[config.mk]
export PLATFORM = sky130hd
export DESIGN_NAME = bdfb_dpath
export DESIGN_NICKNAME = d
export VERILOG_FILES = /design/src/design/bdfb_pkg.sv /design/src/design/bdfb_dpath.sv
export SDC_FILE = /design/constraint.sdc
export NUM_CORES = 1
export LEC_CHECK = 0
export BUFFER_PORTS_ARGS = -buffer_cell sky130_fd_sc_hd__buf_2
export CAP_MARGIN = 20
export CORE_MARGIN = 8
export CORE_UTILIZATION = 35
export DETAILED_ROUTE_END_ITERATION = 12
export PLACE_DENSITY = 0.64
export SETUP_SLACK_MARGIN = 0.4
export SYNTH_ARGS = -nofsm -noshare
export SYNTH_HDL_FRONTEND = slang
export SYNTH_SLANG_ARGS = --single-unit
[constraint.sdc]
create_clock -name clk -period 8.66 [get_ports clk]
set_input_delay 0.433 -clock clk [delete_from_list [all_inputs] [get_ports clk]]
set_output_delay 0.433 -clock clk [all_outputs]
set_load 0.02 [all_outputs]
[src/design/bdfb_pkg.sv]
`timescale 1ns / 1ps
// ----------------------------------------------------------------------------
// bdfb_pkg: shared definitions of the box downscaler
// Screen geometry, field widths, register indexes and the command and status
// bundles that pass between the controller and the datapath.
// ----------------------------------------------------------------------------
package bdfb_pkg;

    localparam int SCREEN_WIDTH  = 800;
    localparam int SCREEN_HEIGHT = 480;
    localparam int MAX_OUT_WIDTH = 1024;
    localparam int MAX_SCALE     = 16;

    localparam int COUNT_W    = 14;
    localparam int SCALE_W    = 5;
    localparam int CHAN_W     = 8;
    localparam int ACC_W      = 12;
    localparam int SUM_W      = 16;
    localparam int DIVISOR_W  = 9;
    localparam int COL_ADDR_W = 10;
    localparam int X_W        = 10;
    localparam int Y_W        = 9;
    localparam int ADDR_W     = 19;
    localparam int ENTRY_W    = 3 * SUM_W;

    localparam logic [COUNT_W-1:0] COUNT_MAX = 14'h3FFF;

    localparam int POS_DIV_STEPS = COUNT_W;
    localparam int SUM_DIV_STEPS = SUM_W;
    localparam int STEP_CNT_W    = 4;

    localparam int CFG_INDEX_W = 3;
    localparam int CFG_DATA_W  = 14;

    localparam logic [CFG_INDEX_W-1:0] REG_BLOCK_SCALE   = 3'd0;
    localparam logic [CFG_INDEX_W-1:0] REG_SOURCE_WIDTH  = 3'd1;
    localparam logic [CFG_INDEX_W-1:0] REG_SOURCE_HEIGHT = 3'd2;
    localparam logic [CFG_INDEX_W-1:0] REG_CENTRE_MODE   = 3'd3;
    localparam logic [CFG_INDEX_W-1:0] REG_ORIGIN_X      = 3'd4;
    localparam logic [CFG_INDEX_W-1:0] REG_ORIGIN_Y      = 3'd5;

    typedef struct packed {
        logic [SCALE_W-1:0] block_scale;
        logic [COUNT_W-1:0] source_width;
        logic [COUNT_W-1:0] source_height;
        logic               centre_mode;
        logic [X_W-1:0]     origin_x;
        logic [Y_W-1:0]     origin_y;
    } cfg_t;

    typedef struct packed {
        logic load;
        logic div_step;
        logic update;
        logic merge;
        logic place;
        logic sdiv_init;
        logic sdiv_step;
        logic out_load;
    } cmd_t;

    typedef struct packed {
        logic in_range;
        logic col_end;
        logic row_end;
        logic on_screen;
        logic out_busy;
    } status_t;

endpackage

[src/design/bdfb_dpath.sv]
`timescale 1ns / 1ps
// ----------------------------------------------------------------------------
// bdfb_dpath: downscaler datapath
// Position counters, bit-serial dividers, channel accumulators, placement
// arithmetic and the output register.
// ----------------------------------------------------------------------------
module bdfb_dpath (
    input  logic                                      clk,
    input  logic                                      rst_n,
    input  bdfb_pkg::cfg_t                            cfg,
    input  bdfb_pkg::cmd_t                            cmd,
    output bdfb_pkg::status_t                         status,
    input  logic [3*bdfb_pkg::CHAN_W-1:0]             pix_data,
    input  logic                                      pix_first,
    output logic                                      ram_rd_en,
    output logic [bdfb_pkg::COL_ADDR_W-1:0]           ram_rd_addr,
    input  logic [bdfb_pkg::ENTRY_W-1:0]              ram_rd_data,
    output logic                                      ram_wr_en,
    output logic [bdfb_pkg::COL_ADDR_W-1:0]           ram_wr_addr,
    output logic [bdfb_pkg::ENTRY_W-1:0]              ram_wr_data,
    output logic                                      out_valid,
    input  logic                                      out_ready,
    output logic [47:0]                               out_data,
    output logic                                      out_last
);
    import bdfb_pkg::*;

    localparam int PDIV_W = SCALE_W + COUNT_W;
    localparam int SDIV_W = DIVISOR_W + SUM_W;

    // One restoring step: remainder in the upper bits, quotient shifting in.
    function automatic logic [PDIV_W-1:0] pos_step(input logic [PDIV_W-1:0] st,
                                                   input logic [SCALE_W-1:0] d);
        logic [SCALE_W:0] t;
        logic             qb;
        t = {st[PDIV_W-1:COUNT_W], st[COUNT_W-1]};
        if (t >= {1'b0, d})
        begin
            t  = t - {1'b0, d};
            qb = 1'b1;
        end
        else
        begin
            qb = 1'b0;
        end
        return {t[SCALE_W-1:0], st[COUNT_W-2:0], qb};
    endfunction

    function automatic logic [SDIV_W-1:0] sum_step(input logic [SDIV_W-1:0] st,
                                                   input logic [DIVISOR_W-1:0] d);
        logic [DIVISOR_W:0] t;
        logic               qb;
        t = {st[SDIV_W-1:SUM_W], st[SUM_W-1]};
        if (t >= {1'b0, d})
        begin
            t  = t - {1'b0, d};
            qb = 1'b1;
        end
        else
        begin
            qb = 1'b0;
        end
        return {t[DIVISOR_W-1:0], st[SUM_W-2:0], qb};
    endfunction

    logic [SCALE_W-1:0]   scale;
    logic [DIVISOR_W-1:0] scale_sq;

    logic [COUNT_W-1:0] col_reg, row_reg;
    logic [CHAN_W-1:0]  blue_reg, green_reg, red_reg;
    logic [ACC_W-1:0]   acc_b_reg, acc_g_reg, acc_r_reg;
    logic [SUM_W-1:0]   cell_b_reg, cell_g_reg, cell_r_reg;
    logic [PDIV_W-1:0]  col_div_reg, row_div_reg, wid_div_reg, hgt_div_reg;
    logic [SDIV_W-1:0]  b_div_reg, g_div_reg, r_div_reg;
    logic [X_W-1:0]     dcol_reg;
    logic [Y_W-1:0]     drow_reg;
    logic               on_screen_reg, last_reg;
    logic               out_valid_reg, out_last_reg;
    logic [47:0]        out_data_reg;

    logic [COUNT_W-1:0] col_eff, row_eff;
    logic [COUNT_W-1:0] bx, by, sw, sh;
    logic [SCALE_W-1:0] cx, cy;
    logic [COUNT_W:0]   col_inc;
    logic [SUM_W-1:0]   new_b, new_g, new_r;
    logic [X_W-1:0]     ox;
    logic [Y_W-1:0]     oy;
    logic [COUNT_W:0]   dcol_w, drow_w;
    logic [ADDR_W-1:0]  fb_addr;

    always_comb
    begin
        if (cfg.block_scale == '0)
        begin
            scale = SCALE_W'(1);
        end
        else if (cfg.block_scale > SCALE_W'(MAX_SCALE))
        begin
            scale = SCALE_W'(MAX_SCALE);
        end
        else
        begin
            scale = cfg.block_scale;
        end
    end
    assign scale_sq = DIVISOR_W'(scale) * DIVISOR_W'(scale);

    assign col_eff = pix_first ? '0 : col_reg;
    assign row_eff = pix_first ? '0 : row_reg;

    assign bx = col_div_reg[COUNT_W-1:0];
    assign cx = col_div_reg[PDIV_W-1:COUNT_W];
    assign by = row_div_reg[COUNT_W-1:0];
    assign cy = row_div_reg[PDIV_W-1:COUNT_W];
    assign sw = wid_div_reg[COUNT_W-1:0];
    assign sh = hgt_div_reg[COUNT_W-1:0];

    assign status.in_range  = (bx < sw) && (by < sh) &&
                              ({1'b0, bx} < (COUNT_W + 1)'(MAX_OUT_WIDTH));
    assign status.col_end   = (cx == scale - 1'b1);
    assign status.row_end   = (cy == scale - 1'b1);
    assign status.on_screen = on_screen_reg;
    assign status.out_busy  = out_valid_reg && !out_ready;

    assign col_inc = {1'b0, col_reg} + 1'b1;

    // Band entry: the first row of a block starts it, later rows add to it.
    always_comb
    begin
        if (cy == '0)
        begin
            new_r = SUM_W'(acc_r_reg);
            new_g = SUM_W'(acc_g_reg);
            new_b = SUM_W'(acc_b_reg);
        end
        else
        begin
            new_r = ram_rd_data[3*SUM_W-1:2*SUM_W] + SUM_W'(acc_r_reg);
            new_g = ram_rd_data[2*SUM_W-1:SUM_W] + SUM_W'(acc_g_reg);
            new_b = ram_rd_data[SUM_W-1:0] + SUM_W'(acc_b_reg);
        end
    end

    assign ram_rd_en   = cmd.update && status.in_range && status.col_end;
    assign ram_rd_addr = bx[COL_ADDR_W-1:0];
    assign ram_wr_en   = cmd.merge;
    assign ram_wr_addr = bx[COL_ADDR_W-1:0];
    assign ram_wr_data = {new_r, new_g, new_b};

    always_comb
    begin
        if (cfg.centre_mode)
        begin
            if (sw > COUNT_W'(SCREEN_WIDTH))
            begin
                ox = '0;
            end
            else
            begin
                ox = X_W'((COUNT_W'(SCREEN_WIDTH) - sw) >> 1);
            end
            if (sh > COUNT_W'(SCREEN_HEIGHT))
            begin
                oy = '0;
            end
            else
            begin
                oy = Y_W'((COUNT_W'(SCREEN_HEIGHT) - sh) >> 1);
            end
        end
        else
        begin
            ox = cfg.origin_x;
            oy = cfg.origin_y;
        end
    end

    assign dcol_w  = (COUNT_W + 1)'(ox) + (COUNT_W + 1)'(bx);
    assign drow_w  = (COUNT_W + 1)'(oy) + (COUNT_W + 1)'(sh) - 1'b1 - (COUNT_W + 1)'(by);
    assign fb_addr = ADDR_W'(drow_reg) * ADDR_W'(SCREEN_WIDTH) + ADDR_W'(dcol_reg);

    always_ff @(posedge clk or negedge rst_n)
    begin
        if (!rst_n)
        begin
            col_reg       <= '0;
            row_reg       <= '0;
            acc_b_reg     <= '0;
            acc_g_reg     <= '0;
            acc_r_reg     <= '0;
            on_screen_reg <= 1'b0;
            out_valid_reg <= 1'b0;
        end
        else
        begin
            if (cmd.load)
            begin
                col_reg <= col_eff;
                row_reg <= row_eff;
            end
            if (cmd.update)
            begin
                if (status.in_range)
                begin
                    if (cx == '0)
                    begin
                        acc_r_reg <= ACC_W'(red_reg);
                        acc_g_reg <= ACC_W'(green_reg);
                        acc_b_reg <= ACC_W'(blue_reg);
                    end
                    else
                    begin
                        acc_r_reg <= acc_r_reg + ACC_W'(red_reg);
                        acc_g_reg <= acc_g_reg + ACC_W'(green_reg);
                        acc_b_reg <= acc_b_reg + ACC_W'(blue_reg);
                    end
                end
                if (col_inc >= {1'b0, cfg.source_width})
                begin
                    col_reg <= '0;
                    if (row_reg < COUNT_MAX)
                    begin
                        row_reg <= row_reg + 1'b1;
                    end
                end
                else
                begin
                    col_reg <= col_inc[COUNT_W-1:0];
                end
            end
            if (cmd.place)
            begin
                on_screen_reg <= (dcol_w < (COUNT_W + 1)'(SCREEN_WIDTH)) &&
                                 (drow_w < (COUNT_W + 1)'(SCREEN_HEIGHT));
            end
            if (cmd.out_load)
            begin
                out_valid_reg <= 1'b1;
            end
            else if (out_valid_reg && out_ready)
            begin
                out_valid_reg <= 1'b0;
            end
        end
    end

    always_ff @(posedge clk)
    begin
        if (cmd.load)
        begin
            blue_reg    <= pix_data[CHAN_W-1:0];
            green_reg   <= pix_data[2*CHAN_W-1:CHAN_W];
            red_reg     <= pix_data[3*CHAN_W-1:2*CHAN_W];
            col_div_reg <= {{SCALE_W{1'b0}}, col_eff};
            row_div_reg <= {{SCALE_W{1'b0}}, row_eff};
            wid_div_reg <= {{SCALE_W{1'b0}}, cfg.source_width};
            hgt_div_reg <= {{SCALE_W{1'b0}}, cfg.source_height};
        end
        if (cmd.div_step)
        begin
            col_div_reg <= pos_step(col_div_reg, scale);
            row_div_reg <= pos_step(row_div_reg, scale);
            wid_div_reg <= pos_step(wid_div_reg, scale);
            hgt_div_reg <= pos_step(hgt_div_reg, scale);
        end
        if (cmd.merge)
        begin
            cell_r_reg <= new_r;
            cell_g_reg <= new_g;
            cell_b_reg <= new_b;
        end
        if (cmd.place)
        begin
            dcol_reg <= dcol_w[X_W-1:0];
            drow_reg <= drow_w[Y_W-1:0];
            last_reg <= (bx == sw - 1'b1) && (by == sh - 1'b1);
        end
        if (cmd.sdiv_init)
        begin
            r_div_reg <= {{DIVISOR_W{1'b0}}, cell_r_reg};
            g_div_reg <= {{DIVISOR_W{1'b0}}, cell_g_reg};
            b_div_reg <= {{DIVISOR_W{1'b0}}, cell_b_reg};
        end
        if (cmd.sdiv_step)
        begin
            r_div_reg <= sum_step(r_div_reg, scale_sq);
            g_div_reg <= sum_step(g_div_reg, scale_sq);
            b_div_reg <= sum_step(b_div_reg, scale_sq);
        end
        if (cmd.out_load)
        begin
            out_data_reg <= {5'b0, fb_addr, r_div_reg[CHAN_W-1:0],
                             g_div_reg[CHAN_W-1:0], b_div_reg[CHAN_W-1:0]};
            out_last_reg <= last_reg;
        end
    end

    assign out_valid = out_valid_reg;
    assign out_data  = out_data_reg;
    assign out_last  = out_last_reg;

endmodule

==> results.cfg <==
[setup_path]
required_ns = 9.13
path_class = flop to flop
reg2reg_slack_ns = 3.66
r2r-end = on_screen_reg$_DFFE_PN0P_
reg2reg_depth = 18
crit_path_max_fanout = 8
r2r_start = hgt_div_reg[1]$_DFFE_PP_
end_kind = flop
arrival_ns = 5.47
start_kind = flop

[cells_and_area]
largest_register_ffs = 43
fill_cells = 6803
utilization_pct = 40.8
instances_no_fill = 3667
final_layout_size_suffix_gt1_share_pct = 16.2
fin_area_um2 = 28400
final_nets = 3093
syn_to_final_growth_pct = 16.3

[routing]
vias = 18531
firstDrtPassIters = 5
drc = 0
final_antenna_net_count = 0
vias_per_cell = 5.05
routed_wl_um = 64300
initialDrtViolationCount = 1225
routedWlPerCell_um = 17.5

[logic_synthesis]
netlist_area_um2 = 24500
post_synth.cell_area_avg_um2 = 10.0
yosysUniqueCellTypes = 75
synth_top_cells_by_count = edfxtp_1, ha_1, inv_1, nand2_1, o21ai_0
seq_area_frac_synth_pct = 42.0
postSynthCellCount = 2438
synthMostInstantiatedCell = edfxtp_1
synth_area_leaders = edfxtp_1, ha_1, dfrtp_1
synthArstFlopShare_pct = 18.7
synth-main-ff-cell = edfxtp_1
synth-seq-cells = 353
synth_top_area_cell = edfxtp_1
synth_edf_count = 287
yosysWarnings = 0
yosysTopAreaCellShare_pct = 35.2

[floorplanning]
coreArea_um2 = 69700
dieWidth_um = 280
start_util_pct = 35.1
dieArea_um2 = 78600
io_pins = 262
row_count = 97
die_y_um = 280

[placement]
dpl_cell_area_um2 = 26600
hpwl_um = 47700
port_buffers = 256
placed_cells = 3559
gp_congestion = 0.883

[clocking]
numClockSinks = 353
clk_pin_slew_worst_paths_ns = 0.06
clkLatencyLatePin_ns = 0.59
tritoncts = done
ctsRootBufferMaster = clkbuf_16
cts_buffers = 44
cts_setup_buffers = 0
cts_buffer_depth = 3
htreeDepth = 2

[sta]
hold_viol_final = 0
finalSetupViolations = 0
rsz0062_at_grt = no
finalCriticalPeriod_ns = 5.00
slew_viol_final = 0
slew-limit-headroom_pct = 27.2
whs_ns = 0.0424
period_share_pct = 57.8
tightest_slew_ns = 1.09
max_freq_mhz = 200
clock-skew-final_ns = 0.0353
fin_tns_setup_ns = 0

[outcome]
outcome = finished clean

[min_path]
min_to = blue_reg[4]$_DFFE_PP_
holdCritPathClass = input port to flop
holdPathStages = 1
min_from = pix_data[4]

[power_and_ir_drop]
cellLeakagePower_nw = 12.2
vdd_drop_max_uv = 319
power_density_nw_per_um2 = 332

[grt]
antenna_found_initial = 3
track_usage_pct = 16.0
grt_max_degree = 77
grt_pass1_vias = 18092
overflow = 0
grt_pass1_wl_um = 102000

[job]
cap_viol_max_count = 0
-- timing repair --
action / 4_1_cts / 5_1_grt
hold endpoints to repair: 20 / 9
resized for setup: 0 / 0
hold buffers: 20 / 1
-- worst max path at each step --
| stage | slack, ns | cells after the start | start | to |
|---|---|---|---|---|
| after floorplan | 3.64 | 22 | cfg[49] | r_div_reg[20]$_SDFFCE_PN0P_ |
| final | 3.66 | 18 | hgt_div_reg[1]$_DFFE_PP_ | on_screen_reg$_DFFE_PN0P_ |
| after global routing | 3.19 | 18 | hgt_div_reg[1]$_DFFE_PP_ | on_screen_reg$_DFFE_PN0P_ |
| after global placement | 3.51 | 19 | cfg[50] | r_div_reg[0]$_DFFE_PP_ |
| after detailed placement | 3.44 | 18 | cfg[50] | r_div_reg[0]$_DFFE_PP_ |
| after CTS | 3.69 | 18 | hgt_div_reg[1]$_DFFE_PP_ | on_screen_reg$_DFFE_PN0P_ |
-- cell families (layout without fill, tap and decap cells) --
logic type,Yosys count,in the layout,synth area share [%]
mux,95,95,4.22
buf+inv,293,574,4.97
simple gates,720,720,14.4
flops,353,353,42.0
compound gates,539,539,13.7
xor+xnor,169,169,6.11
other cells,2,10,0.0307
fa+ha+maj,267,267,14.5
-- power breakdown --
part	internal, W	switching [W]
clock network	0.00119	0.000803
logic	0.00187	0.00267
registers	0.00255	0.000360
-- layout by cell type, fill, tap and decap left out, drive strengths merged, types with 26 or more instances in the layout --
| cell | count |
|---|---|
| edfxtp | 287 |
| buf | 272 |
| ha | 238 |
| inv | 200 |
| nand2 | 198 |
| o21ai | 170 |
| nor2 | 154 |
| a21oi | 147 |
| xnor2 | 104 |
| nor3 | 67 |
| dfrtp | 66 |
| mux2 | 65 |
| xor2 | 64 |
| nand2b | 63 |
| nand3 | 61 |
| nor2b | 57 |
| clkbuf | 54 |
| mux2i | 30 |
| fa | 29 |
| o31ai | 26 |
-- metrics by stage --
stage / setup slack, ns / power, W
2_1_floorplan: 3.64 / 0.00625
3_3_place_gp: 3.51 / 0.00741
3_5_place_dp: 3.44 / 0.00747
4_1_cts: 3.69 / 0.00954
5_1_grt: 3.19 / 0.0102
6_report: 3.66 / 0.00944
-- final cells by class --
cell class / instances / area [um^2] / share of cell area, %
clock buffer: 54 / 1180 / 4.14
antenna: 2 / 5.00 / 0.0176
inverter: 199 / 747 / 2.63
sequential: 353 / 10300 / 36.1
multi-input combinational: 1798 / 13000 / 45.8
tap: 940 / 1180 / 4.14
timing repair buffer: 293 / 1650 / 5.81
clock inverter: 28 / 397 / 1.39
-- critical path, cell delays in order (launching register included) --
cell	delay [ns]
edfxtp_1	0.44
inv_1	0.19
ha_1	0.27
a21oi_1	0.13
and3_2	0.24
a21oi_1	0.51
a22oi_1	0.18
fa_1	0.52
inv_1	0.04
ha_1	0.21
fa_1	0.42
a211oi_1	0.30
o21ai_0	0.17
a21oi_1	0.25
mux2i_1	0.11
nor4_1	0.27
o211a_1	0.18
o211ai_1	0.08
o41ai_1	0.36
-- layer usage --
| metal | up-vias | track usage (%) | part of all wire (%) |
|---|---|---|---|
| met5 | - | 0 | 0 |
| met4 | 0 | 4.82 | 2.7 |
| met3 | 88 | 2.97 | 5.1 |
| met2 | 435 | 25.6 | 45 |
| met1 | 8749 | 22.1 | 47 |
| li1 | 9259 | - | - |
Power figures use the tool's default switching activity.
