**src/design/bdfb_pkg.sv**
```systemverilog
`timescale 1ns / 1ps
// ----------------------------------------------------------------------------
// bdfb_pkg: shared definitions of the box downscaler
// Screen geometry, field widths, register indexes and the command and status
// bundles that pass between the controller and the datapath.
// ----------------------------------------------------------------------------
package bdfb_pkg;

    localparam int SCREEN_WIDTH  = 800;
    localparam int SCREEN_HEIGHT = 480;
    localparam int MAX_OUT_WIDTH = 1024;
    localparam int MAX_SCALE     = 16;

    localparam int COUNT_W    = 14;
    localparam int SCALE_W    = 5;
    localparam int CHAN_W     = 8;
    localparam int ACC_W      = 12;
    localparam int SUM_W      = 16;
    localparam int DIVISOR_W  = 9;
    localparam int COL_ADDR_W = 10;
    localparam int X_W        = 10;
    localparam int Y_W        = 9;
    localparam int ADDR_W     = 19;
    localparam int ENTRY_W    = 3 * SUM_W;

    localparam logic [COUNT_W-1:0] COUNT_MAX = 14'h3FFF;

    localparam int POS_DIV_STEPS = COUNT_W;
    localparam int SUM_DIV_STEPS = SUM_W;
    localparam int STEP_CNT_W    = 4;

    localparam int CFG_INDEX_W = 3;
    localparam int CFG_DATA_W  = 14;

    localparam logic [CFG_INDEX_W-1:0] REG_BLOCK_SCALE   = 3'd0;
    localparam logic [CFG_INDEX_W-1:0] REG_SOURCE_WIDTH  = 3'd1;
    localparam logic [CFG_INDEX_W-1:0] REG_SOURCE_HEIGHT = 3'd2;
    localparam logic [CFG_INDEX_W-1:0] REG_CENTRE_MODE   = 3'd3;
    localparam logic [CFG_INDEX_W-1:0] REG_ORIGIN_X      = 3'd4;
    localparam logic [CFG_INDEX_W-1:0] REG_ORIGIN_Y      = 3'd5;

    typedef struct packed {
        logic [SCALE_W-1:0] block_scale;
        logic [COUNT_W-1:0] source_width;
        logic [COUNT_W-1:0] source_height;
        logic               centre_mode;
        logic [X_W-1:0]     origin_x;
        logic [Y_W-1:0]     origin_y;
    } cfg_t;

    typedef struct packed {
        logic load;
        logic div_step;
        logic update;
        logic merge;
        logic place;
        logic sdiv_init;
        logic sdiv_step;
        logic out_load;
    } cmd_t;

    typedef struct packed {
        logic in_range;
        logic col_end;
        logic row_end;
        logic on_screen;
        logic out_busy;
    } status_t;

endpackage

```
**src/design/bdfb_ctrl.sv**
```systemverilog
`timescale 1ns / 1ps
// ----------------------------------------------------------------------------
// bdfb_ctrl: sequencing controller
// Walks each accepted pixel through position division and accumulation, and on
// through band update, placement, averaging division and output as its block requires.
// ----------------------------------------------------------------------------
module bdfb_ctrl (
    input  logic              clk,
    input  logic              rst_n,
    input  logic              in_valid,
    output logic              in_ready,
    input  bdfb_pkg::status_t status,
    output bdfb_pkg::cmd_t    cmd
);
    import bdfb_pkg::*;

    typedef enum logic [3:0] {
        ST_IDLE,
        ST_DIV,
        ST_CHECK,
        ST_MERGE,
        ST_PLACE,
        ST_DECIDE,
        ST_SDIV,
        ST_OUT
    } state_t;

    state_t                state_reg;
    logic [STEP_CNT_W-1:0] step_cnt_reg;

    assign in_ready = (state_reg == ST_IDLE);

    always_comb
    begin
        cmd           = '0;
        cmd.load      = (state_reg == ST_IDLE) && in_valid;
        cmd.div_step  = (state_reg == ST_DIV);
        cmd.update    = (state_reg == ST_CHECK);
        cmd.merge     = (state_reg == ST_MERGE);
        cmd.place     = (state_reg == ST_PLACE);
        cmd.sdiv_init = (state_reg == ST_DECIDE) && status.on_screen;
        cmd.sdiv_step = (state_reg == ST_SDIV);
        cmd.out_load  = (state_reg == ST_OUT) && !status.out_busy;
    end

    always_ff @(posedge clk or negedge rst_n)
    begin
        if (!rst_n)
        begin
            state_reg    <= ST_IDLE;
            step_cnt_reg <= '0;
        end
        else
        begin
            case (state_reg)
                ST_IDLE:
                begin
                    step_cnt_reg <= '0;
                    if (in_valid)
                    begin
                        state_reg <= ST_DIV;
                    end
                end
                ST_DIV:
                begin
                    if (step_cnt_reg == STEP_CNT_W'(POS_DIV_STEPS - 1))
                    begin
                        step_cnt_reg <= '0;
                        state_reg    <= ST_CHECK;
                    end
                    else
                    begin
                        step_cnt_reg <= step_cnt_reg + 1'b1;
                    end
                end
                ST_CHECK:
                begin
                    if (status.in_range && status.col_end)
                    begin
                        state_reg <= ST_MERGE;
                    end
                    else
                    begin
                        state_reg <= ST_IDLE;
                    end
                end
                ST_MERGE:
                begin
                    state_reg <= status.row_end ? ST_PLACE : ST_IDLE;
                end
                ST_PLACE:
                begin
                    state_reg <= ST_DECIDE;
                end
                ST_DECIDE:
                begin
                    step_cnt_reg <= '0;
                    state_reg    <= status.on_screen ? ST_SDIV : ST_IDLE;
                end
                ST_SDIV:
                begin
                    if (step_cnt_reg == STEP_CNT_W'(SUM_DIV_STEPS - 1))
                    begin
                        step_cnt_reg <= '0;
                        state_reg    <= ST_OUT;
                    end
                    else
                    begin
                        step_cnt_reg <= step_cnt_reg + 1'b1;
                    end
                end
                ST_OUT:
                begin
                    if (!status.out_busy)
                    begin
                        state_reg <= ST_IDLE;
                    end
                end
                default:
                begin
                    state_reg <= ST_IDLE;
                end
            endcase
        end
    end

endmodule

```
**config.mk**
```make
export PLATFORM = sky130hd
export DESIGN_NAME = bdfb_ctrl
export DESIGN_NICKNAME = d
export VERILOG_FILES = /design/src/design/bdfb_pkg.sv /design/src/design/bdfb_ctrl.sv
export SDC_FILE = /design/constraint.sdc
export NUM_CORES = 1
export LEC_CHECK = 0
export BUFFER_PORTS_ARGS = -buffer_cell sky130_fd_sc_hd__buf_4
export CAP_MARGIN = 10
export CORE_UTILIZATION = 48
export CTS_CLUSTER_DIAMETER = 100
export CTS_CLUSTER_SIZE = 16
export DETAILED_ROUTE_END_ITERATION = 8
export PLACE_DENSITY_LB_ADDON = 0.1
export SYNTH_ARGS = -nofsm -noshare
export SYNTH_HDL_FRONTEND = slang
export SYNTH_SLANG_ARGS = --single-unit
```
**constraint.sdc**
```tcl
create_clock -name clk -period 1.5 [get_ports clk]
set_input_delay 0.225 -clock clk [delete_from_list [all_inputs] [get_ports clk]]
set_output_delay 0.225 -clock clk [all_outputs]
set_load 0.1 [all_outputs]
```
==> Flow_metrics.wiki, run 1 <==
{| class="wikitable"
! Metric !! Value
|-
| Synth async-reset ratio || 100%
|-
| Critical R2R Launch || state_reg[1]
|-
| Number of buffers inserted during clock tree synthesis || 3
|-
| Die area || 1480 µm²
|-
| Buffer and inverter count on the worst path || 1
|-
| Root buffer cell || sky130_fd_sc_hd__clkbuf_4
|-
| Max Clock Skew || 0.00306 ns
|-
| Iteration-0 DRC Markers || 71
|-
| # H-tree levels || 1
|-
| Wire length of the first global-routing pass || 3.24 mm
|-
| Antenna Violating Nets Remaining || 0
|-
| Pin count of the biggest net entering global routing || 9
|-
| CP Cell Sequence || nand2_1 > nor2_2 > buf_12
|-
| Core area || 1170 µm²
|-
| FP Rows || 12
|-
| Fin. max-slew vios || 0
|-
| Peak supply drop || 1840 µV
|-
| Number of synthesized register bits || 7
|-
| Number of warnings reported in the yosys synthesis log || 0
|-
| Finished Core Util || 96.6%
|-
| Final number of hold-violating endpoints || 0
|-
| Max Cap Viol || 0
|-
| Kind of capture point of the worst setup path || output pin
|-
| Hold/Removal Path Class || in -> async
|-
| Arrival @ worst endpoint || 1.43 ns
|-
| Category of cells accounting for the largest share of critical-path delay || flip-flops
|-
| Number of enable flip-flop cells after synthesis || 0
|-
| Number of flip-flops in the largest register || 4
|-
| DRC violation count after routing || 0
|-
| Routed len/inst || 24.2 µm
|-
| Slew @ Worst Pin || 0.336 ns
|-
| Path type of the worst setup path || reg -> out
|-
| Relative area change from synthesis to final layout || 76.6%
|-
| Most instantiated flip-flop cell in the synthesis netlist || sky130_fd_sc_hd__dfrtp_1
|-
| Status || finished, violations left
|-
| GRT overflow || 0
|-
| Post-synth net total || 90
|-
| Antenna Cells || 0
|-
| Cell area power density || 2640 nW/µm²
|-
| # setup viols final || 13
|-
| Fill count || 23
|-
| Proportion of synthesized chip area in sequential cells || 27.3%
|-
| Half-perimeter wire length after placement || 1.25 mm
|-
| Number of distinct library cells after synthesis || 32
|-
| Post-synthesis instance area || 641 µm²
|-
| Via-to-Cell Ratio || 7.02
|-
| Reg-to-reg slack, setup || -0.14 ns
|-
| Fmax || 605 MHz
|-
| Mean instance size in the synthesized netlist || 8.11 µm²
|-
| Worst R2R Path Depth || 6
|-
| Share of the synthesized area in the top cell type || 27.3%
|-
| Highest cell delay on the worst timing path || 0.52 ns
|-
| Worst relative slew slack || 77.5%
|-
| Width of the chip || 38.5 µm
|-
| I/O pin cnt || 17
|-
| Chip Height || 38.5 µm
|-
| Layout cells sized above 1 || 55.3%
|-
| Detailed-router iteration count before antenna repair || 4
|-
| Vias || 899
|-
| Final worst path period need || 1.65 ns
|-
| Effective utilization at floorplan || 54.7%
|-
| TritonCTS sink count || 7
|-
| Most frequently used cell type in the post-synthesis netlist || sky130_fd_sc_hd__nand2_1
|-
| Violations in the final reports || setup timing
|-
| Required time at the worst-slack endpoint || 1.27 ns
|-
| Setup repair after global routing missed its margin || yes
|-
| Clock Latency Late Sink || 0.26 ns
|-
| Total Routing Usage GR || 33.4%
|-
| Worst setup slack after layout || -0.152 ns
|-
| GPL Wtd Cong || 0.777
|-
| Setup TNS || -1.04 ns
|-
| Share of the clock period used by the worst path || 110%
|-
| TritonCTS clock tree || yes
|-
| Worst-path clk slew || 0.06 ns
|-
| # port buffers || 16
|-
| Detailed Route WL || 3.10 mm
|-
| Pleak || 0.508 nW
|-
| Antenna violations before repair || 0
|-
| Vias in the first global route || 730
|-
| Critical-path maximum fanout || 8
|-
| Kind of launch point of the worst setup path || flop
|-
| Dominant cells by area after synthesis || sky130_fd_sc_hd__dfrtp_1 27%, sky130_fd_sc_hd__ha_1 5.9%, sky130_fd_sc_hd__nand2_1 5.9%
|-
| Number of instances in the synthesized netlist || 79
|-
| Count of nets after finishing || 126
|-
| Library cell with the largest summed area after synthesis || sky130_fd_sc_hd__dfrtp_1
|-
| Slowest stage cell, crit path || sky130_fd_sc_hd__dfrtp_4
|-
| Most numerous cell types in the synthesized netlist || 10 x sky130_fd_sc_hd__nand2_1, 7 x sky130_fd_sc_hd__dfrtp_1, 7 x sky130_fd_sc_hd__inv_1, 7 x sky130_fd_sc_hd__o21ai_0
|-
| Longest Clk Path Bufs || 2
|-
| Destination of the worst register-to-register timing path || step_cnt_reg[3]
|}
-- area by class of cell --
class | count | area [µm²] | share of cell area, %
clock buffers | 4 | 26.3 | 2.32
flip-flops and latches | 7 | 181 | 16.0
well taps | 14 | 17.5 | 1.55
multi-input cells | 60 | 487 | 43.0
repair buffers | 36 | 388 | 34.3
inverters | 7 | 31.3 | 2.77
-- routing by layer --
layer  up-vias  GRT usage [%]  share of wire, %
li1        348              -                 -
met1       409           37.0                35
met2       103           55.4                45
met3        39           10.5                12
met4         0           19.0               7.6
met5         -              0                 0
-- stage by stage --
| step | total power, mW | hold slack, ns | instances | instance area (µm²) | setup slack [ns] |
|---|---|---|---|---|---|
| after floorplan | 1.74 | -0.0706 | 79 | 712 | -0.627 |
| after global placement | 2.05 | 0.0488 | 113 | 877 | 0.0683 |
| after detailed placement | 2.08 | 0.0492 | 113 | 877 | -0.00575 |
| after CTS | 2.65 | 0.305 | 126 | 1070 | -0.0941 |
| after global routing | 3.05 | 0.336 | 128 | 1130 | -0.209 |
| final | 2.99 | 0.338 | 128 | 1130 | -0.152 |
-- worst max path at each step --
| stage | start | endpoint | slack [ns] | cells after the start |
|---|---|---|---|---|
| detailed placement | state_reg[1] | cmd[0] | -0.006 | 3 |
| global placement | state_reg[1] | cmd[0] | 0.07 | 3 |
| global route | state_reg[1] | cmd[4] | -0.21 | 3 |
| CTS | state_reg[1] | cmd[7] | -0.09 | 3 |
| floorplan | state_reg[1] | cmd[7] | -0.63 | 3 |
| finish | state_reg[1] | cmd[4] | -0.15 | 3 |
-- power breakdown --
| part | switching [mW] | internal (mW) | leakage [nW] |
|---|---|---|---|
| clock | 0.0860 | 0.103 | 0.0150 |
| combinational | 1.40 | 0.926 | 0.406 |
| sequential | 0.195 | 0.279 | 0.0872 |
| total | 1.68 | 1.31 | 0.508 |
-- repair_timing --
| action | CTS | global route |
|---|---|---|
| hold endpoints to repair | 7 | 0 |
| buffers inserted | 8 | 2 |
| endpoints found under the setup margin | 9 | 13 |
| hold buffers | 1 | 0 |
| pin swaps | 1 | 2 |
| resized for setup | 29 | 14 |
-- cell usage in the layout (no fill, tap or decap), drive strengths merged, types with 3 or more instances in the layout --
master,synthesis,layout
inv,7,7
dfrtp,7,7
nand2,10,10
o21ai,7,7
nor2b,4,4
nor2,4,4
ha,3,3
clkbuf,0,4
a21oi,4,4
buf,5,35
o211ai,3,3
nor3,4,4
-- logic make-up (layout without fill, tap and decap cells) --
group / after synthesis / in the layout / share of synthesized area (%)
multiplexers: 1 / 1 / 1.56
adder cells (fa/ha/maj): 3 / 3 / 5.86
AO/OA/AOI/OAI: 23 / 23 / 25.0
AND/OR/NAND/NOR: 31 / 31 / 27.2
buffers and inverters: 12 / 47 / 10.4
XOR/XNOR: 2 / 2 / 2.73
flip-flops: 7 / 7 / 27.3
Note: power is estimated with default switching activity, not from simulation.
==> run 2: changes to the inputs <==
Settings changed: GPL_ROUTABILITY_DRIVEN set to 1, PLACE_DENSITY_LB_ADDON 0.1 to 0.15.
==> run 2 against run 1 <==
  * The flow still finishes with violations (setup timing)
  * Sequential cell count did not move
  * Sequential share of layout area rose by 0.27 points
  * Non-clock buffer count fell by 1
  * Critical path depth rose by 1
  * Cell count fell by 0.78%
  * Wire length fell by 19%
  * Worst hold slack got worse by 0.030 ns
  * Clock skew rose by 0.0021 ns
  * Sequential power fell by 8.4%
  * Clock-buffer cell count did not move
  * Via count fell by 11%
  * Die area did not move
==> Flow_metrics.wiki, run 2 (same netlist as run 1, synthesis figures left out) <==
{| class="wikitable"
! Metric !! Value
|-
| Layout cells sized above 1 || 51.3% (-3.9 points)
|-
| Max Cap Viol || 0 (unchanged)
|-
| Number of flip-flops in the largest register || 4 (unchanged)
|-
| Wire length of the first global-routing pass || 3.30 mm (+1.7%)
|-
| Switch Pwr || 1.55 mW (-7.8%)
|-
| Share of the clock period used by the worst path || 107% (-3.5 points)
|-
| Routed len/inst || 19.8 µm (-18%)
|-
| Antenna Cells || 0 (unchanged)
|-
| Share of power burned in combinational logic || 77.7% (about the same)
|-
| Total Routing Usage GR || 33.5% (+0.081 points)
|-
| Chip Height || 38.5 µm (unchanged)
|-
| Path type of the worst setup path || reg -> out
|-
| Slew @ Worst Pin || 0.272 ns (-0.0638 ns)
|-
| CP Cell Sequence || buf_6 > nor3_4 > and2_4 > buf_12
|-
| Via-to-Cell Ratio || 6.29 (-10%)
|-
| Relative area change from synthesis to final layout || 71.3%
|-
| Final worst path period need || 1.60 ns (-0.0524 ns)
|-
| Fill count || 40 (+74%)
|-
| Tightest hold margin || 0.307 ns (-0.0304 ns)
|-
| GRT overflow || 0 (unchanged)
|-
| # setup viols final || 9 (-4)
|-
| Slowest stage cell, crit path || sky130_fd_sc_hd__dfrtp_1
|-
| TritonCTS sink count || 7 (unchanged)
|-
| Vias in the first global route || 706 (-3.3%)
|-
| Cell area power density || 2560 nW/µm² (-3.3%)
|-
| Detailed Route WL || 2.51 mm (-19%)
|-
| Met1 GRT Util || 39.0% (+2.0 points)
|-
| Most common cell after layout, fill and taps aside || sky130_fd_sc_hd__buf_4
|-
| DRC violation count after routing || 0 (unchanged)
|-
| Switching Share || 55.3% (-0.99 points)
|-
| Register share of total power || 15.5% (-0.4 points)
|-
| Worst relative slew slack || 81.7% (+4.2 points)
|-
| Worst setup slack after layout || -0.0999 ns (+0.0524 ns)
|-
| Root buffer cell || sky130_fd_sc_hd__clkbuf_4
|-
| Vias || 799 (-11%)
|-
| Peak supply drop || 1680 µV (-8.9%)
|-
| Category of cells accounting for the largest share of critical-path delay || flip-flops
|-
| Iteration-0 DRC Markers || 50 (-30%)
|-
| I/O pin cnt || 17 (unchanged)
|-
| Violations in the final reports || setup timing
|-
| Reg-to-reg slack, setup || -0.01 ns (+0.13 ns)
|-
| Layer with the highest usage after global routing || met2
|-
| Most frequent cells in the layout || 19 x sky130_fd_sc_hd__buf_4, 9 x sky130_fd_sc_hd__nand2_1, 7 x sky130_fd_sc_hd__buf_6
|-
| Number of buffers inserted during clock tree synthesis || 3 (unchanged)
|-
| Max Clock Skew || 0.00512 ns (+0.00205 ns)
|-
| Setup TNS || -0.437 ns (+0.603 ns)
|-
| Required time at the worst-slack endpoint || 1.27 ns (about the same)
|-
| Clock Power Share || 6.8% (+0.5 points)
|-
| Pin count of the biggest net entering global routing || 9 (unchanged)
|-
| Worst R2R Path Depth || 6 (unchanged)
|-
| Critical R2R Launch || state_reg[1]
|-
| Detailed-router iteration count before antenna repair || 4 (unchanged)
|-
| Core area || 1170 µm² (unchanged)
|-
| Final number of hold-violating endpoints || 0 (unchanged)
|-
| Width of the chip || 38.5 µm (unchanged)
|-
| TritonCTS clock tree || yes
|-
| Critical-path maximum fanout || 4 (-4)
|-
| Met3 usage in global routing || 4.07% (-6.4 points)
|-
| Antenna Violating Nets Remaining || 0 (unchanged)
|-
| Antenna violations before repair || 0 (unchanged)
|-
| Fmax || 625 MHz (+3.3%)
|-
| Fin. max-slew vios || 0 (unchanged)
|-
| Worst-path clk slew || 0.06 ns (about the same)
|-
| FP Rows || 12 (unchanged)
|-
| Hold/Removal Path Class || in -> async
|-
| Destination of the worst register-to-register timing path || step_cnt_reg[1]
|-
| Longest Clk Path Bufs || 2 (unchanged)
|-
| Kind of capture point of the worst setup path || output pin
|-
| Finished Core Util || 93.7% (-2.9 points)
|-
| Buffer and inverter count on the worst path || 2 (+1)
|-
| Kind of launch point of the worst setup path || flop
|-
| # port buffers || 16 (unchanged)
|-
| Arrival @ worst endpoint || 1.37 ns (-0.06 ns)
|-
| Count of nets after finishing || 125 (-0.79%)
|-
| Pleak || 0.495 nW (-2.5%)
|-
| Half-perimeter wire length after placement || 1.25 mm (about the same)
|-
| GPL Wtd Cong || 0.792 (+2.0%)
|-
| Effective utilization at floorplan || 54.7% (unchanged)
|-
| Status || finished, violations left
|-
| Clock Latency Late Sink || 0.27 ns (about the same)
|-
| # H-tree levels || 1 (unchanged)
|-
| Internal power || 1.25 mW (-4.0%)
|-
| Die area || 1480 µm² (unchanged)
|-
| Global Route met2 Usage || 59.6% (+4.2 points)
|-
| Highest cell delay on the worst timing path || 0.44 ns (-0.08 ns)
|-
| Setup repair after global routing missed its margin || yes
|}
run 2: routing by layer:
metal | wire, µm | share of wire [%] | vias to the layer above
li1 | - | - | 351
met3 | 227 | 9.0 | 16
met2 | 1160 | 46 | 67
met4 | 142 | 5.7 | 0
met1 | 978 | 39 | 365
met5 | 0 | 0 | -
run 2: worst max-delay path by stage:
stage	startpoint	to	slack [ns]	cells past startpoint
final	state_reg[2]	cmd[7]	-0.1	4
after global routing	state_reg[2]	cmd[7]	-0.12	4
after CTS	state_reg[0]	cmd[2]	-0.05	3
after detailed placement	state_reg[0]	cmd[2]	0.06	3
after global placement	state_reg[0]	cmd[2]	0.1	3
after floorplan	state_reg[1]	cmd[7]	-0.63	3
run 2: layout make-up:
| cell class | count | area [µm²] | share of cell area [%] |
|---|---|---|---|
| clock buffer | 4 | 26.3 | 2.39 |
| timing repair buffer | 35 | 370 | 33.8 |
| tap | 14 | 17.5 | 1.60 |
| inverter | 7 | 28.8 | 2.62 |
| multi-input combinational | 60 | 475 | 43.3 |
| sequential | 7 | 179 | 16.3 |
run 2: repair_timing:
| action | 4_1_cts | 5_1_grt |
|---|---|---|
| hold buffers | 1 | 0 |
| gates resized for setup | 26 | 13 |
| pin swaps | 1 | 2 |
| hold endpoints to repair | 7 | 0 |
| setup endpoints to repair | 9 | 13 |
| setup buffers | 6 | 4 |
run 2: metrics by stage:
stage	std cells	setup WS, ns	power, mW	cell area (µm²)
4_1_cts	123	-0.0545	2.54	1030
5_1_grt	127	-0.116	2.91	1100
6_report	127	-0.0999	2.81	1100
3_3_place_gp	112	0.0952	2.00	857
3_5_place_dp	112	0.0584	2.05	857
2_1_floorplan	79	-0.627	1.74	712
run 2: power by group through the flow:
stage	Combinational, mW	Clock (mW)	Sequential, mW
3_5_place_dp	1.62	0	0.429
5_1_grt	2.27	0.201	0.439
4_1_cts	1.95	0.184	0.406
3_3_place_gp	1.58	0	0.420
6_report	2.18	0.191	0.434
2_1_floorplan	1.38	0	0.356
==> run 3: changes to the inputs <==
Settings changed: BUFFER_PORTS_ARGS -buffer_cell sky130_fd_sc_hd__buf_4 to -buffer_cell sky130_fd_sc_hd__buf_2.
==> run 3 against run 2 <==
  * The run now fails in global routing
  * Area after synthesis unchanged
  * Synthesized cell count unchanged
==> Flow_metrics.wiki, run 3 <==
{| class="wikitable"
! Metric !! Value
|-
| # port buffers || 16 (unchanged)
|-
| Terminating stage of the flow || global routing
|-
| First Error || [ERROR DPL-0038] Utilization greater than 100%, impossible to legalize
|-
| Half-perimeter wire length after placement || 1.31 mm (+4.8%)
|-
| Pin count of the biggest net entering global routing || 12
|-
| Most numerous cell types in the synthesized netlist || 10 x sky130_fd_sc_hd__nand2_1, 7 x sky130_fd_sc_hd__dfrtp_1, 7 x sky130_fd_sc_hd__inv_1, 7 x sky130_fd_sc_hd__o21ai_0
|-
| Post-synth net total || 90 (unchanged)
|-
| Chip Height || 38.5 µm (unchanged)
|-
| Worst setup slack after placement || -0.0350 ns (-0.0934 ns)
|-
| Most frequently used cell type in the post-synthesis netlist || sky130_fd_sc_hd__nand2_1
|-
| Number of buffers inserted during clock tree synthesis || 3 (unchanged)
|-
| Width of the chip || 38.5 µm (unchanged)
|-
| Status || aborted with a tool error
|-
| Number of instances in the synthesized netlist || 79 (unchanged)
|-
| Most instantiated flip-flop cell in the synthesis netlist || sky130_fd_sc_hd__dfrtp_1
|-
| Number of synthesized register bits || 7 (unchanged)
|-
| Worst End Pin Type || primary output
|-
| I/O pin cnt || 17 (unchanged)
|-
| Number of distinct library cells after synthesis || 32 (unchanged)
|-
| Worst endpoint from the post-global-route timing repair || cmd[2]
|-
| Synth async-reset ratio || 100% (unchanged)
|-
| Effective utilization at floorplan || 54.7% (unchanged)
|-
| Share of the synthesized area in the top cell type || 27.3% (unchanged)
|-
| GPL Wtd Cong || 0.834 (+5.4%)
|-
| Number of warnings reported in the yosys synthesis log || 0 (unchanged)
|-
| # H-tree levels || 1 (unchanged)
|-
| Post-synthesis instance area || 641 µm² (unchanged)
|-
| Proportion of synthesized chip area in sequential cells || 27.3% (unchanged)
|-
| Mean instance size in the synthesized netlist || 8.11 µm² (unchanged)
|-
| FP Rows || 12 (unchanged)
|-
| Root buffer cell || sky130_fd_sc_hd__clkbuf_4
|-
| TritonCTS sink count || 7 (unchanged)
|-
| Number of enable flip-flop cells after synthesis || 0 (unchanged)
|-
| Dominant cells by area after synthesis || sky130_fd_sc_hd__dfrtp_1 27%, sky130_fd_sc_hd__ha_1 5.9%, sky130_fd_sc_hd__nand2_1 5.9%
|-
| Library cell with the largest summed area after synthesis || sky130_fd_sc_hd__dfrtp_1
|-
| Longest Clk Path Bufs || 2 (unchanged)
|}
run 3: through the flow:
step,utilization (%),cells,setup TNS [ns],area [µm²]
2_1_floorplan,-,79,-3.28,712
3_5_place_dp,81.7,111,-0.0350,957
4_1_cts,96.7,128,-0.834,1130
3_3_place_gp,81.7,111,0,957
run 3: cells by family after synthesis:
kind of cell / after synthesis / share of synthesized area, %
xor+xnor: 2 / 2.73
simple gates: 31 / 27.2
buf+inv: 12 / 10.4
flops: 7 / 27.3
fa+ha+maj: 3 / 5.86
compound gates: 23 / 25.0
mux: 1 / 1.56
run 3: timing repair:
action,in CTS
gates resized for setup,15
pin swaps,3
setup endpoints to repair,10
hold endpoints to repair,7
setup buffers,12
hold buffers,1
==> run 4: changes to the inputs <==
Settings changed: CORE_AREA set to 2 2 63 65, CORE_UTILIZATION 48 to not set, CTS_CLUSTER_DIAMETER 100 to not set, CTS_CLUSTER_SIZE 16 to not set, DIE_AREA set to 0 0 65 67.
==> run 4 against run 3 <==
  * The flow now finishes, with violations (setup timing)
==> Flow_metrics.wiki, run 4 (same netlist as run 1, synthesis figures left out) <==
{| class="wikitable"
! Metric !! Value
|-
| Status || finished, violations left
|-
| Violations in the final reports || setup timing
|-
| Pin count of the biggest net entering global routing || 10
|-
| I/O pin cnt || 17 (unchanged)
|-
| Effective utilization at floorplan || 17.8% (-37 points)
|-
| Critical-path maximum fanout || 5
|-
| GRT overflow || 0
|-
| Highest cell delay on the worst timing path || 0.44 ns
|-
| Slew @ Worst Pin || 0.266 ns
|-
| Relative area change from synthesis to final layout || 84.2%
|-
| Register share of total power || 14.2%
|-
| Setup TNS || -0.107 ns
|-
| Via-to-Cell Ratio || 4.27
|-
| Root buffer cell || sky130_fd_sc_hd__clkbuf_8
|-
| Worst-path clk slew || 0.04 ns
|-
| Peak supply drop || 732 µV
|-
| Half-perimeter wire length after placement || 1.35 mm (+3.1%)
|-
| Number of buffers inserted during clock tree synthesis || 3 (unchanged)
|-
| Most frequent cells in the layout || 16 x sky130_fd_sc_hd__buf_4, 10 x sky130_fd_sc_hd__buf_12, 9 x sky130_fd_sc_hd__nand2_1
|-
| # port buffers || 16 (unchanged)
|-
| Cell area power density || 2450 nW/µm²
|-
| Total Routing Usage GR || 9.85%
|-
| Hold/Removal Path Class || in -> reg
|-
| Tightest hold margin || 0.359 ns
|-
| Setup repair after global routing missed its margin || yes
|-
| Final Total Pwr || 2.89 mW
|-
| Cell total after placement || 147 (+32%)
|-
| # setup viols final || 4
|-
| Clock Latency Late Sink || 0.22 ns
|-
| Routed len/inst || 10.9 µm
|-
| CP Cell Sequence || buf_6 > nor3_4 > and2_4 > buf_12
|-
| Layout cells sized above 1 || 50.9%
|-
| Max Clock Skew || 0.000470 ns
|-
| TritonCTS clock tree || yes
|-
| Arrival @ worst endpoint || 1.34 ns
|-
| Antenna Violating Nets Remaining || 0
|-
| Count of nets after finishing || 128
|-
| Max Cap Viol || 0
|-
| Fin. max-slew vios || 0
|-
| Chip Height || 67 µm (+74%)
|-
| DRC violation count after routing || 0
|-
| Switching Share || 49.6%
|-
| Antenna violations before repair || 0
|-
| Longest Clk Path Bufs || 2 (unchanged)
|-
| Wire length of the first global-routing pass || 3.30 mm
|-
| FP Rows || 22 (+10)
|-
| Vias in the first global route || 716
|-
| Path type of the worst setup path || reg -> out
|-
| Worst setup slack after layout || -0.0601 ns
|-
| Internal power || 1.45 mW
|-
| GPL Wtd Cong || 0.740 (-11%)
|-
| Kind of capture point of the worst setup path || output pin
|-
| Slowest stage cell, crit path || sky130_fd_sc_hd__dfrtp_2
|-
| Share of power burned in combinational logic || 76.5%
|-
| Clock Power Share || 9.3%
|-
| Worst relative slew slack || 82.1%
|-
| Most common cell after layout, fill and taps aside || sky130_fd_sc_hd__buf_4
|-
| Detailed Route WL || 1.79 mm
|-
| TritonCTS sink count || 7 (unchanged)
|-
| Pleak || 0.518 nW
|-
| # H-tree levels || 1 (unchanged)
|-
| Kind of launch point of the worst setup path || flop
|-
| Iteration-0 DRC Markers || 21
|-
| Number of flip-flops in the largest register || 4
|-
| Filler-free cell count of the finished design || 164
|-
| Final worst path period need || 1.56 ns
|-
| Core area || 3610 µm²
|-
| Share of the clock period used by the worst path || 104%
|-
| Worst setup slack after placement || 0.0859 ns (+0.121 ns)
|-
| Switch Pwr || 1.43 mW
|-
| Buffer and inverter count on the worst path || 2
|-
| Vias || 701
|-
| Die area || 4360 µm²
|-
| Category of cells accounting for the largest share of critical-path delay || flip-flops
|-
| Required time at the worst-slack endpoint || 1.27 ns
|-
| Final number of hold-violating endpoints || 0
|-
| Antenna Cells || 0
|-
| Width of the chip || 65 µm (+69%)
|-
| Detailed-router iteration count before antenna repair || 4
|-
| Fmax || 641 MHz
|}
run 4: repair_timing:
action	in CTS	in global routing
pin swaps	2	3
endpoints found under the setup margin	8	12
hold endpoints to repair	7	0
hold buffers	1	0
gates resized for setup	4	5
buffers inserted	8	4
run 4: worst min-delay path, cell delays in order:
cell and delay, ns:
sky130_fd_sc_hd__buf_2 0.11, sky130_fd_sc_hd__o21ai_0 0.15, sky130_fd_sc_hd__o31ai_1 0.06
run 4: worst paths after layout:
kind	from	to	slack, ns	depth (start not counted)
setup / recovery	state_reg[0]	cmd[7]	-0.06	4
hold / removal	status[1]	state_reg[1]	0.36	3
setup reg to reg	state_reg[1]	step_cnt_reg[3]	0.03	6
hold reg to reg	state_reg[2]	state_reg[2]	0.55	1
max in group asynchronous	rst_n	state_reg[2]	0.93	2
min in group asynchronous	rst_n	state_reg[0]	0.38	2
run 4: per-stage QoR:
stage	util (%)	cell area (µm²)
after floorplan	-	712
after global placement	28.1	1010
after detailed placement	28.1	1010
after CTS	31.6	1140
after global routing	32.7	1180
final	32.7	1180
run 4: power groups by stage:
stage	Combinational [mW]	Sequential [mW]	Clock [mW]
after floorplan	1.38	0.356	0
after global placement	1.94	0.423	0
after detailed placement	1.93	0.423	0
after CTS	2.12	0.405	0.282
after global routing	2.37	0.429	0.294
final	2.21	0.409	0.270
run 4: layout make-up:
| class | instances | area (µm²) |
|---|---|---|
| fill | 381 | 2430 |
| timing repair buffer | 38 | 410 |
| inverter | 7 | 26.3 |
| tap | 48 | 60.1 |
| sequential | 7 | 179 |
| multi-input combinational | 60 | 459 |
| clock buffer | 4 | 45.0 |
run 4: layer usage:
| metal | global-route usage, % | vias to the layer above | wire (µm) |
|---|---|---|---|
| li1 | - | 356 | - |
| met1 | 13.1 | 329 | 905 |
| met2 | 15.5 | 14 | 818 |
| met3 | 1.01 | 2 | 35 |
| met4 | 5.59 | 0 | 27 |
| met5 | 0 | - | 0 |
